<file path="src/sv/mst_pkg.sv">
// mst_pkg: field widths and the stored edge record for min_spanning_tree_cost
// no dependencies
`timescale 1ns / 1ps

package mst_pkg;

  localparam int unsigned NodeW   = 7;
  localparam int unsigned WeightW = 10;
  localparam int unsigned CostW   = 16;

  localparam logic [CostW-1:0] CostMax = {CostW{1'b1}};

  typedef struct packed {
    logic [NodeW-1:0]   node_a;
    logic [NodeW-1:0]   node_b;
    logic [WeightW-1:0] weight;
  } edge_t;

endpackage

</file>
<file path="src/sv/min_spanning_tree_cost.sv">
// min_spanning_tree_cost: minimum spanning tree cost by Kruskal with union-find
// depends on mst_pkg
`timescale 1ns / 1ps

// Edges are taken one per cycle and written to an edge memory, and the
// distinct endpoints are counted. The request that carries last_edge starts
// the tree search and the input stalls until it ends. Each tree step is a
// selection scan over the edge memory (one read per cycle on its single
// read port) for the lightest edge not yet taken, followed by two root
// walks through the parent memory and a join step. Graphs with fewer than
// two nodes skip the search and go straight to the result. The result waits
// in an output register, and loading of the next graph may begin while it
// waits. All graph state is cleared in the cycle the result is issued; no
// clearing pass is needed.
module min_spanning_tree_cost #(
  parameter int unsigned MAX_EDGES = 64,
  parameter int unsigned MAX_NODES = 128
) (
  input  logic                         clk_i,
  input  logic                         rst_ni,
  input  logic                         in_valid_i,
  output logic                         in_stall_o,
  input  logic [mst_pkg::NodeW-1:0]    node_a_i,
  input  logic [mst_pkg::NodeW-1:0]    node_b_i,
  input  logic [mst_pkg::WeightW-1:0]  weight_i,
  input  logic                         last_edge_i,
  output logic                         out_valid_o,
  input  logic                         out_stall_i,
  output logic [mst_pkg::CostW-1:0]    total_cost_o,
  output logic                         impossible_o
);

  // node ids are 7 bits wide, so no more than 128 nodes can appear
  localparam int unsigned IdSpan = 1 << mst_pkg::NodeW;
  localparam int unsigned Nodes  = (MAX_NODES < IdSpan) ? MAX_NODES : IdSpan;
  localparam int unsigned NW     = $clog2(Nodes);
  localparam int unsigned CW     = $clog2(Nodes + 1);
  localparam int unsigned EW     = (MAX_EDGES > 1) ? $clog2(MAX_EDGES) : 1;
  localparam int unsigned ECW    = $clog2(MAX_EDGES + 1);
  localparam int unsigned WW     = mst_pkg::WeightW;

  localparam logic [mst_pkg::NodeW:0] NodeLim  = (mst_pkg::NodeW + 1)'(Nodes);
  localparam logic [ECW-1:0]          EdgeLim  = ECW'(MAX_EDGES);

  localparam logic [2:0] StIdle  = 3'd0;
  localparam logic [2:0] StStart = 3'd1;
  localparam logic [2:0] StScan  = 3'd2;
  localparam logic [2:0] StFind  = 3'd3;
  localparam logic [2:0] StPwait = 3'd4;
  localparam logic [2:0] StJoin  = 3'd5;
  localparam logic [2:0] StFin   = 3'd6;

  logic [2:0] state_q, state_d;

  // memories
  mst_pkg::edge_t edge_mem [MAX_EDGES];
  logic [NW-1:0]  par_mem  [Nodes];
  mst_pkg::edge_t edge_rd_q;
  logic [NW-1:0]  par_rd_q;

  // graph state
  logic [ECW-1:0]   edge_count_q;
  logic [CW-1:0]    node_count_q;
  logic [Nodes-1:0] seen_q;
  logic [Nodes-1:0] linked_q;

  // selection scan
  logic [ECW-1:0] scan_idx_q;
  logic           pend_q;
  logic [EW-1:0]  pend_idx_q;
  logic           found_q;
  logic [WW-1:0]  best_w_q;
  logic [EW-1:0]  best_idx_q;
  logic [NW-1:0]  best_a_q;
  logic [NW-1:0]  best_b_q;
  logic           has_last_q;
  logic [WW-1:0]  last_w_q;
  logic [EW-1:0]  last_idx_q;

  // root walk and join
  logic [NW-1:0]            cur_q;
  logic                     phase_b_q;
  logic [NW-1:0]            ru_q;
  logic [NW-1:0]            rv_q;
  logic [CW-1:0]            joins_q;
  logic [mst_pkg::CostW-1:0] total_q;
  logic                     ok_q;

  // output register
  logic                      out_valid_q;
  logic [mst_pkg::CostW-1:0] out_cost_q;
  logic                      out_imp_q;

  // input side
  logic          in_acc;
  logic          edge_ok;
  logic [NW-1:0] a_idx, b_idx;
  logic          new_a, new_b;

  assign in_stall_o = (state_q != StIdle);
  assign in_acc     = in_valid_i && (state_q == StIdle);
  assign edge_ok    = (edge_count_q < EdgeLim) &&
                      ({1'b0, node_a_i} < NodeLim) && ({1'b0, node_b_i} < NodeLim);
  assign a_idx      = node_a_i[NW-1:0];
  assign b_idx      = node_b_i[NW-1:0];
  assign new_a      = !seen_q[a_idx];
  assign new_b      = !seen_q[b_idx] && (a_idx != b_idx);

  // scan compare on the registered edge read
  logic scan_issue, scan_done, above_last, below_best;
  assign scan_issue = (state_q == StScan) && (scan_idx_q < edge_count_q);
  assign scan_done  = (state_q == StScan) && !scan_issue && !pend_q;
  assign above_last = !has_last_q || ({edge_rd_q.weight, pend_idx_q} > {last_w_q, last_idx_q});
  assign below_best = !found_q || ({edge_rd_q.weight, pend_idx_q} < {best_w_q, best_idx_q});

  // join arithmetic
  logic [CW-1:0]           joins_nx;
  logic [mst_pkg::CostW:0] sum;
  logic [mst_pkg::CostW-1:0] total_nx;
  assign joins_nx = joins_q + CW'(1);
  assign sum      = {1'b0, total_q} + (mst_pkg::CostW + 1)'(best_w_q);
  assign total_nx = sum[mst_pkg::CostW] ? mst_pkg::CostMax : sum[mst_pkg::CostW-1:0];

  logic fin_go;
  assign fin_go = !out_valid_q || !out_stall_i;

  always_comb begin
    state_d = state_q;
    case (state_q)
      StIdle: begin
        if (in_acc && last_edge_i) state_d = StStart;
      end
      StStart: begin
        state_d = (node_count_q < CW'(2)) ? StFin : StScan;
      end
      StScan: begin
        if (scan_done) state_d = found_q ? StFind : StFin;
      end
      StFind: begin
        if (linked_q[cur_q]) begin
          state_d = StPwait;
        end else if (phase_b_q) begin
          state_d = StJoin;
        end
      end
      StPwait: state_d = StFind;
      StJoin: begin
        if ((ru_q != rv_q) && (joins_nx == node_count_q - CW'(1))) begin
          state_d = StFin;
        end else begin
          state_d = StScan;
        end
      end
      StFin: begin
        if (fin_go) state_d = StIdle;
      end
      default: state_d = StIdle;
    endcase
  end

  // memory ports
  always_ff @(posedge clk_i) begin
    if (in_acc && edge_ok) begin
      edge_mem[edge_count_q[EW-1:0]] <= '{node_a: node_a_i, node_b: node_b_i, weight: weight_i};
    end
    edge_rd_q <= edge_mem[scan_idx_q[EW-1:0]];
    if ((state_q == StJoin) && (ru_q != rv_q)) begin
      par_mem[ru_q] <= rv_q;
    end
    par_rd_q <= par_mem[cur_q];
  end

  // sequencer datapath
  always_ff @(posedge clk_i or negedge rst_ni) begin
    if (!rst_ni) begin
      state_q      <= StIdle;
      edge_count_q <= '0;
      node_count_q <= '0;
      seen_q       <= '0;
      linked_q     <= '0;
      scan_idx_q   <= '0;
      pend_q       <= 1'b0;
      found_q      <= 1'b0;
      has_last_q   <= 1'b0;
      phase_b_q    <= 1'b0;
      joins_q      <= '0;
      total_q      <= '0;
      ok_q         <= 1'b0;
      out_valid_q  <= 1'b0;
    end else begin
      state_q <= state_d;
      if (out_valid_q && !out_stall_i && (state_q != StFin)) out_valid_q <= 1'b0;

      case (state_q)
        StIdle: begin
          if (in_acc && edge_ok) begin
            edge_count_q <= edge_count_q + ECW'(1);
            node_count_q <= node_count_q + CW'(new_a) + CW'(new_b);
            seen_q       <= seen_q | (Nodes'(1) << a_idx) | (Nodes'(1) << b_idx);
          end
        end
        StStart: begin
          scan_idx_q <= '0;
          pend_q     <= 1'b0;
          found_q    <= 1'b0;
          has_last_q <= 1'b0;
          joins_q    <= '0;
          total_q    <= '0;
          ok_q       <= 1'b0;
        end
        StScan: begin
          pend_q     <= scan_issue;
          pend_idx_q <= scan_idx_q[EW-1:0];
          if (scan_issue) scan_idx_q <= scan_idx_q + ECW'(1);
          if (pend_q && above_last && below_best) begin
            found_q    <= 1'b1;
            best_w_q   <= edge_rd_q.weight;
            best_idx_q <= pend_idx_q;
            best_a_q   <= edge_rd_q.node_a[NW-1:0];
            best_b_q   <= edge_rd_q.node_b[NW-1:0];
          end
          if (scan_done) begin
            cur_q     <= best_a_q;
            phase_b_q <= 1'b0;
          end
        end
        StFind: begin
          // an unlinked node is its own root
          if (!linked_q[cur_q]) begin
            if (!phase_b_q) begin
              ru_q      <= cur_q;
              cur_q     <= best_b_q;
              phase_b_q <= 1'b1;
            end else begin
              rv_q <= cur_q;
            end
          end
        end
        StPwait: begin
          cur_q <= par_rd_q;
        end
        StJoin: begin
          if (ru_q != rv_q) begin
            linked_q[ru_q] <= 1'b1;
            joins_q        <= joins_nx;
            total_q        <= total_nx;
            if (joins_nx == node_count_q - CW'(1)) ok_q <= 1'b1;
          end
          // next scan looks for the lightest edge past this one
          has_last_q <= 1'b1;
          last_w_q   <= best_w_q;
          last_idx_q <= best_idx_q;
          found_q    <= 1'b0;
          scan_idx_q <= '0;
          pend_q     <= 1'b0;
        end
        StFin: begin
          if (fin_go) begin
            out_valid_q  <= 1'b1;
            out_cost_q   <= ok_q ? total_q : '0;
            out_imp_q    <= !ok_q;
            edge_count_q <= '0;
            node_count_q <= '0;
            seen_q       <= '0;
            linked_q     <= '0;
          end
        end
        default: ;
      endcase
    end
  end

  assign out_valid_o  = out_valid_q;
  assign total_cost_o = out_cost_q;
  assign impossible_o = out_imp_q;

endmodule

</file>
<file path="config.mk">
export PLATFORM = sky130hd
export DESIGN_NAME = min_spanning_tree_cost
export DESIGN_NICKNAME = d
export VERILOG_FILES = /design/src/sv/mst_pkg.sv /design/src/sv/min_spanning_tree_cost.sv
export SDC_FILE = /design/constraint.sdc
export NUM_CORES = 2
export LEC_CHECK = 0
export BUFFER_PORTS_ARGS = -buffer_cell sky130_fd_sc_hd__buf_2
export CAP_MARGIN = 20
export CELL_PAD_IN_SITES_DETAIL_PLACEMENT = 0
export CELL_PAD_IN_SITES_GLOBAL_PLACEMENT = 2
export CORE_AREA = 2 2 537 539
export DETAILED_ROUTE_END_ITERATION = 6
export DIE_AREA = 0 0 539 541
export MAX_ROUTING_LAYER = met4
export PLACE_DENSITY_LB_ADDON = 0.1
export REMOVE_ABC_BUFFERS = 1
export SYNTH_ARGS = -nofsm -noshare
export SYNTH_HDL_FRONTEND = slang
export SYNTH_SLANG_ARGS = --single-unit
</file>
<file path="constraint.sdc">
create_clock -name clk_i -period 8.7 [get_ports clk_i]
set_input_delay 1.305 -clock clk_i [delete_from_list [all_inputs] [get_ports clk_i]]
set_output_delay 1.305 -clock clk_i [all_outputs]
set_load 0.01 [all_outputs]
</file>
# --- Word-level counts from Yosys, hierarchy flattened ---
# Memories as Yosys holds them, arrays and structs flattened. A register that Yosys moved wholly into a read port is not among the register bits.
# Index checks and enable logic that the tools add are counted.
word_totals:
  regBits: 401
  latchBits: 0
  ram_bits: 2432
  rom_bits: 0
  in_bits: 29
  output_inout_bits: 19
  word_cells: 179
  memories: 2
classes:
  addsub: 7
  multipliers: 0
  div_mod_pow: 0
  n_lt_le_gt_ge: 10
  eq_ne: 21
  shifts: 2
  n_mux: 56
  n_bitwise: 5
  reduce_logical: 50
mem_list:
  columns: ["name", "words", "word_bits", "rd", "rd_clocked_by_memory_dff", "write_ports", "line_no", "source"]
  rows:
  - ["edge_mem", 64, 24, 1, 1, 1, "min_spanning_tree_cost.sv:56", "mst_pkg::edge_t edge_mem [MAX_EDGES];"]
  - ["par_mem", 128, 7, 1, 1, 1, "min_spanning_tree_cost.sv:57", "logic [NW-1:0] par_mem [Nodes];"]
ops:
  columns: ["op", "n"]
  rows:
  - ["$pmux W128 S2", 2]
  - ["$mux W128", 3]
  - ["$or A128 B128 Y128", 3]
  - ["$shl A1 B7 Y128 const A", 2]
  - ["$mux W7", 6]
  - ["$lt A7 B8 Y1 const B", 4]
  - ["$mux W16", 2]
  - ["$pmux W16 S2", 1]
  - ["$pmux W8 S2", 2]
  - ["$pmux W7 S2", 2]
  - ["$mux W3", 8]
  - ["$mux W8", 3]
  - ["$bmux W1 S7", 3]
  - ["$pmux W3 S7", 1]
  - ["$pmux W7 S3", 1]
  - ["$reduce_and A3 Y1", 6]
  - ["$add A16 B10 Y17", 1]
  - ["$add A8 B1 Y8", 2]
  - ["$gt A16 B16 Y1", 1]
  - ["$lt A16 B16 Y1", 1]
  - ["$mux W1", 16]
  - ["$add A7 B1 Y7 const B", 2]
  - ["$logic_and A1 B1 Y1", 14]
  - ["$ne A7 B7 Y1", 2]
  - ["other kinds (25)", 63]

# --- Depth between registers and ports, before layout ---
logic_depth:
  word_depth: 7
  depth_mapped: 13
  depth_no_buf: 11

# --- Worst setup path after synthesis ---
# OpenSTA, ideal clock, no wires.
synth_timing:
  path_kind: "input to register"
  from: "input port node_b_i[1] (netlist name)"
  to: "register node_count_q[5]"
  setup_ps: 132
  arrival_time_ps: 4363
  required_ps: 8568
  setup_slack_ps: 4205
  cell_stages: 13
  n_path_buf: 2
  cell_sequence: "clkbuf_1 -> clkbuf_1 -> mux4_2 -> mux4_2 -> mux4_2 -> nor2b_1 -> a211oi_1 -> fa_1 -> nand3_1 -> nor2_1 -> nand3_1 -> xor2_1 -> nor2_1"
synth_via:
  elab_chain_len: 7
  word_cells_on_any_way: 8
  cone_classes: "1 x add/sub; 1 x eq/ne; 4 x mux; 2 x reduce/logical"
synth_rtl:
  columns: ["element", "line_no", "source"]
  rows:
  - ["start, declared", "min_spanning_tree_cost.sv:24", "input logic [mst_pkg::NodeW-1:0] node_b_i,"]
  - ["$bmux W1 S7", "min_spanning_tree_cost.sv:107", "assign new_b = !seen_q[b_idx] && (a_idx != b_idx);"]
  - ["$mux W1 (not written as such)", "min_spanning_tree_cost.sv:107", null]
  - ["$logic_not A1 Y1", "min_spanning_tree_cost.sv:107", null]
  - ["$logic_and A1 B1 Y1 *", "min_spanning_tree_cost.sv:107", null]
  - ["$add A8 B1 Y8 *", "min_spanning_tree_cost.sv:198", "node_count_q <= node_count_q + CW'(new_a) + CW'(new_b);"]
  - ["$mux W8 *", "min_spanning_tree_cost.sv:196", "if (in_acc && edge_ok) begin"]
  - ["$pmux W8 S2 *", "min_spanning_tree_cost.sv:194", "case (state_q)"]
  - ["end signal, assigned", "min_spanning_tree_cost.sv:198", null]
  - ["end, declared", "min_spanning_tree_cost.sv:63", "logic [CW-1:0] node_count_q;"]
# Mark *: on every way between the ends. The rest lies on a longest branch, timed or not. The select of a mux whose other input is x is not followed.
# A chain may end at the register's enable or synchronous reset.

# --- Final worst setup path ---
layout_timing:
  from: "input port node_b_i[0] (netlist name)"
  to: "register node_count_q[7]"
# Same word-level chain as after synthesis.

==> flow_metrics.tcl <==
set metrics [dict create \
    status "complete, no violations" \
    grt_pass1_wl_mm 449 \
    cts_made_buffers 313 \
    p_sw_frac 0.281 \
    post-route-period-util 0.586 \
    boundaryPins 48 \
    hp-class "primary input to async pin" \
    crit_fanout 78 \
    p_per_area_nw_per_um2 283 \
    setup_tns_ps 0 \
    skew_ps 49.9 \
    holdBufCountCts 0 \
    cts_resized 0 \
    wl_per_cell_um 31.9 \
    cts_buffer_depth 4 \
    synth_ff_type "edfxtp_1" \
    drtPass1Iterations 5 \
    syn_area_um2 114000 \
    synth-seq-area-share 0.738 \
    path_class "primary input to flip-flop" \
    final_nets 5911 \
    yosysWarningCount 0 \
    fin_crit_ps 5100 \
    cts_tree "yes" \
    nFillCells 24420 \
    place.gp.congestion 0.771 \
    ant_nets 0 \
    yosysUniqueCellTypes 56 \
    arrival_ps 5820 \
    synthTopCellsByArea "edfxtp_1, mux4_2, dfrtp_1" \
    syn_avg_cell_area_um2 20.2 \
    hpwlAfterDp_mm 185 \
    synth-edff-count 2522 \
    ys_ff_latch 2864 \
    relSlewSlack 0.259 \
    synthMostInstantiatedCell "edfxtp_1" \
    final_util 0.453 \
    setup_violations 0 \
    dpl_worst_slack_ps 2650 \
    area_growth_syn_to_layout_pct 13.8 \
    ys_top_cells_by_count "edfxtp_1, mux4_2, nor2_1, dfrtp_1, clkbuf_1" \
    grt_max_degree 169 \
    drv_slew 0 \
    hold_viol 0 \
    fin_cells 9859 \
    antenna_found_initial 14 \
    setup_slack_ps 3600 \
    fp.dieW_um 539 \
    vias 55797 \
    maxCapViolations 0 \
    grt_usage 0.223 \
    dp.cells 9287 \
    r2r-start "state_q[0]" \
    netlist.area_leader.share 0.664 \
    overflow 0 \
    netlist_instances 5638 \
    power.total_mw 36.7 \
    chipHeight_um 541 \
    cp.required_ps 9420 \
    drive_gt1_frac 0.267 \
    synth_area_leader_cell "edfxtp_1" \
    pwr-share-comb 0.220 \
    finalWirelength_mm 315 \
    dieArea_um2 292000 \
    cts_root_buffer "clkbuf_16" \
    clk_latency_ps 880 \
    fmax_ghz 0.196 \
    cp-end-kind "flip-flop" \
    initialDrtViolationCount 5436 \
    post-cts-setup-buffers 0 \
    crit_path_start_kind "primary input" \
    port_buffers 47 \
    ys_async_sr_fraction 0.109 \
    tightestPinTransition_ps 1110 \
    drc 0 \
    power.internal_mw 26.4 \
    netSwitchingPower_mw 10.3 \
    clock-sinks 2864 \
    clkSlewWorstSetupHoldPaths_ps 60 \
    initial_core_util 0.398 \
    row_count 197 \
    core_area_um2 286000 \
    first_global_vias 57974 \
    worstSetupStartpoint "node_b_i[0]" \
    p_clk_frac 0.353 \
    rsz0062_at_grt "false" \
    pwr-share-seq 0.427 \
    routed_via_density 5.66 \
    peakVddDrop_v 0.000286 \
    h-tree-depth 5 \
    p_leak_nw 41.8 \
]
==> path summary, 6_finish.rpt <==
| kind | endpoint | slack (ps) | depth (start not counted) |
|---|---|---|---|
| hold reg to reg | best_a_q[5] | 420 | 0 |
| setup reg to reg | edge_mem[53][17] | 4100 | 4 |
| max in group asynchronous | seen_q[79] | 6180 | 3 |
| setup / recovery | node_count_q[7] | 3600 | 13 |
| hold / removal | edge_count_q[5] | 330 | 1 |
| min in group clk_i | best_a_q[5] | 420 | 0 |
==> power groups by stage <==
stage	registers, mW	logic [mW]	clock network (mW)
finish	15.7	8.08	13.0
global placement	16.0	8.27	0
CTS	15.7	8.31	13.3
floorplan	16.6	5.53	0
global route	15.7	8.55	13.8
detailed placement	16.0	8.30	0
==> metal layers <==
layer,vias up,track usage,routed length [um]
li1,23565,-,-
met1,30547,0.295,135000
met2,1257,0.370,160000
met3,428,0.0227,11300
met4,0,0.0550,8090
met5,-,-,0
==> final cells by class <==
type	count	area [um2]	area share
Multi-Input combinational cell	2387	28800	0.222
Timing Repair Buffer	204	1860	0.0144
Clock inverter	126	1230	0.00949
Inverter	58	218	0.00168
Antenna cell	4	10.0	0.0000772
Clock buffer	435	8680	0.0669
Tap cell	3781	4730	0.0365
Sequential cell	2864	84200	0.649
==> sequential cells by signal, indices dropped and copies added, names as in the netlist, 3 cells and up <==
register,count
best_a_q,7
best_b_q,7
best_idx_q,6
best_w_q,10
cur_q,7
edge_count_q,7
edge_mem,1536
edge_rd_q,24
joins_q,8
last_idx_q,6
last_w_q,10
linked_q,128
node_count_q,8
par_mem,896
par_rd_q,7
pend_idx_q,6
ru_q,7
rv_q,7
scan_idx_q,7
seen_q,128
state_q,3
total_cost_o,16
total_q,16
==> cells in the final DEF, fill, tap and decap left out, types with 58 or more instances in the layout <==
cell type	count
a21oi_1	171
buf_4	134
clkbuf_1	93
clkbuf_16	322
dfrtp_1	305
edfxtp_1	2522
inv_1	58
mux4_2	903
nand2_1	119
nor2_1	507
nor2_4	63
o22ai_1	137
==> cells by family (layout without fill, tap and decap cells) <==
kind of cell             after synthesis  count (layout)  synth area share
flip-flops                          2864            2864             0.738
multiplexers                         936             936             0.181
AND/OR/NAND/NOR                      871             871            0.0322
AO/OA/AOI/OAI                        475             475            0.0249
buffers and inverters                387             823            0.0136
adder cells (fa/ha/maj)               54              54           0.00606
XOR/XNOR                              51              51           0.00392
other                                  0               4                 0
==> worst max-delay path, cell delays in order <==
cell and delay [ps]:
buf_4 370, buf_4 810, mux4_2 590, mux4_2 540
mux4_2 480, nor2b_1 140, a211oi_1 480, fa_1 360
nand3_1 110, nor2_1 200, nand3_1 130, xor2_1 160
nor2_1 60
==> stage by stage <==
| stage | cell area [um2] | hold slack [ps] |
|---|---|---|
| after detailed placement | 120000 | 406 |
| after CTS | 130000 | 283 |
| after floorplan | 113000 | 386 |
| final | 130000 | 328 |
| after global placement | 119000 | 397 |
| after global routing | 130000 | 303 |
Note: power is estimated with default switching activity, not from simulation.
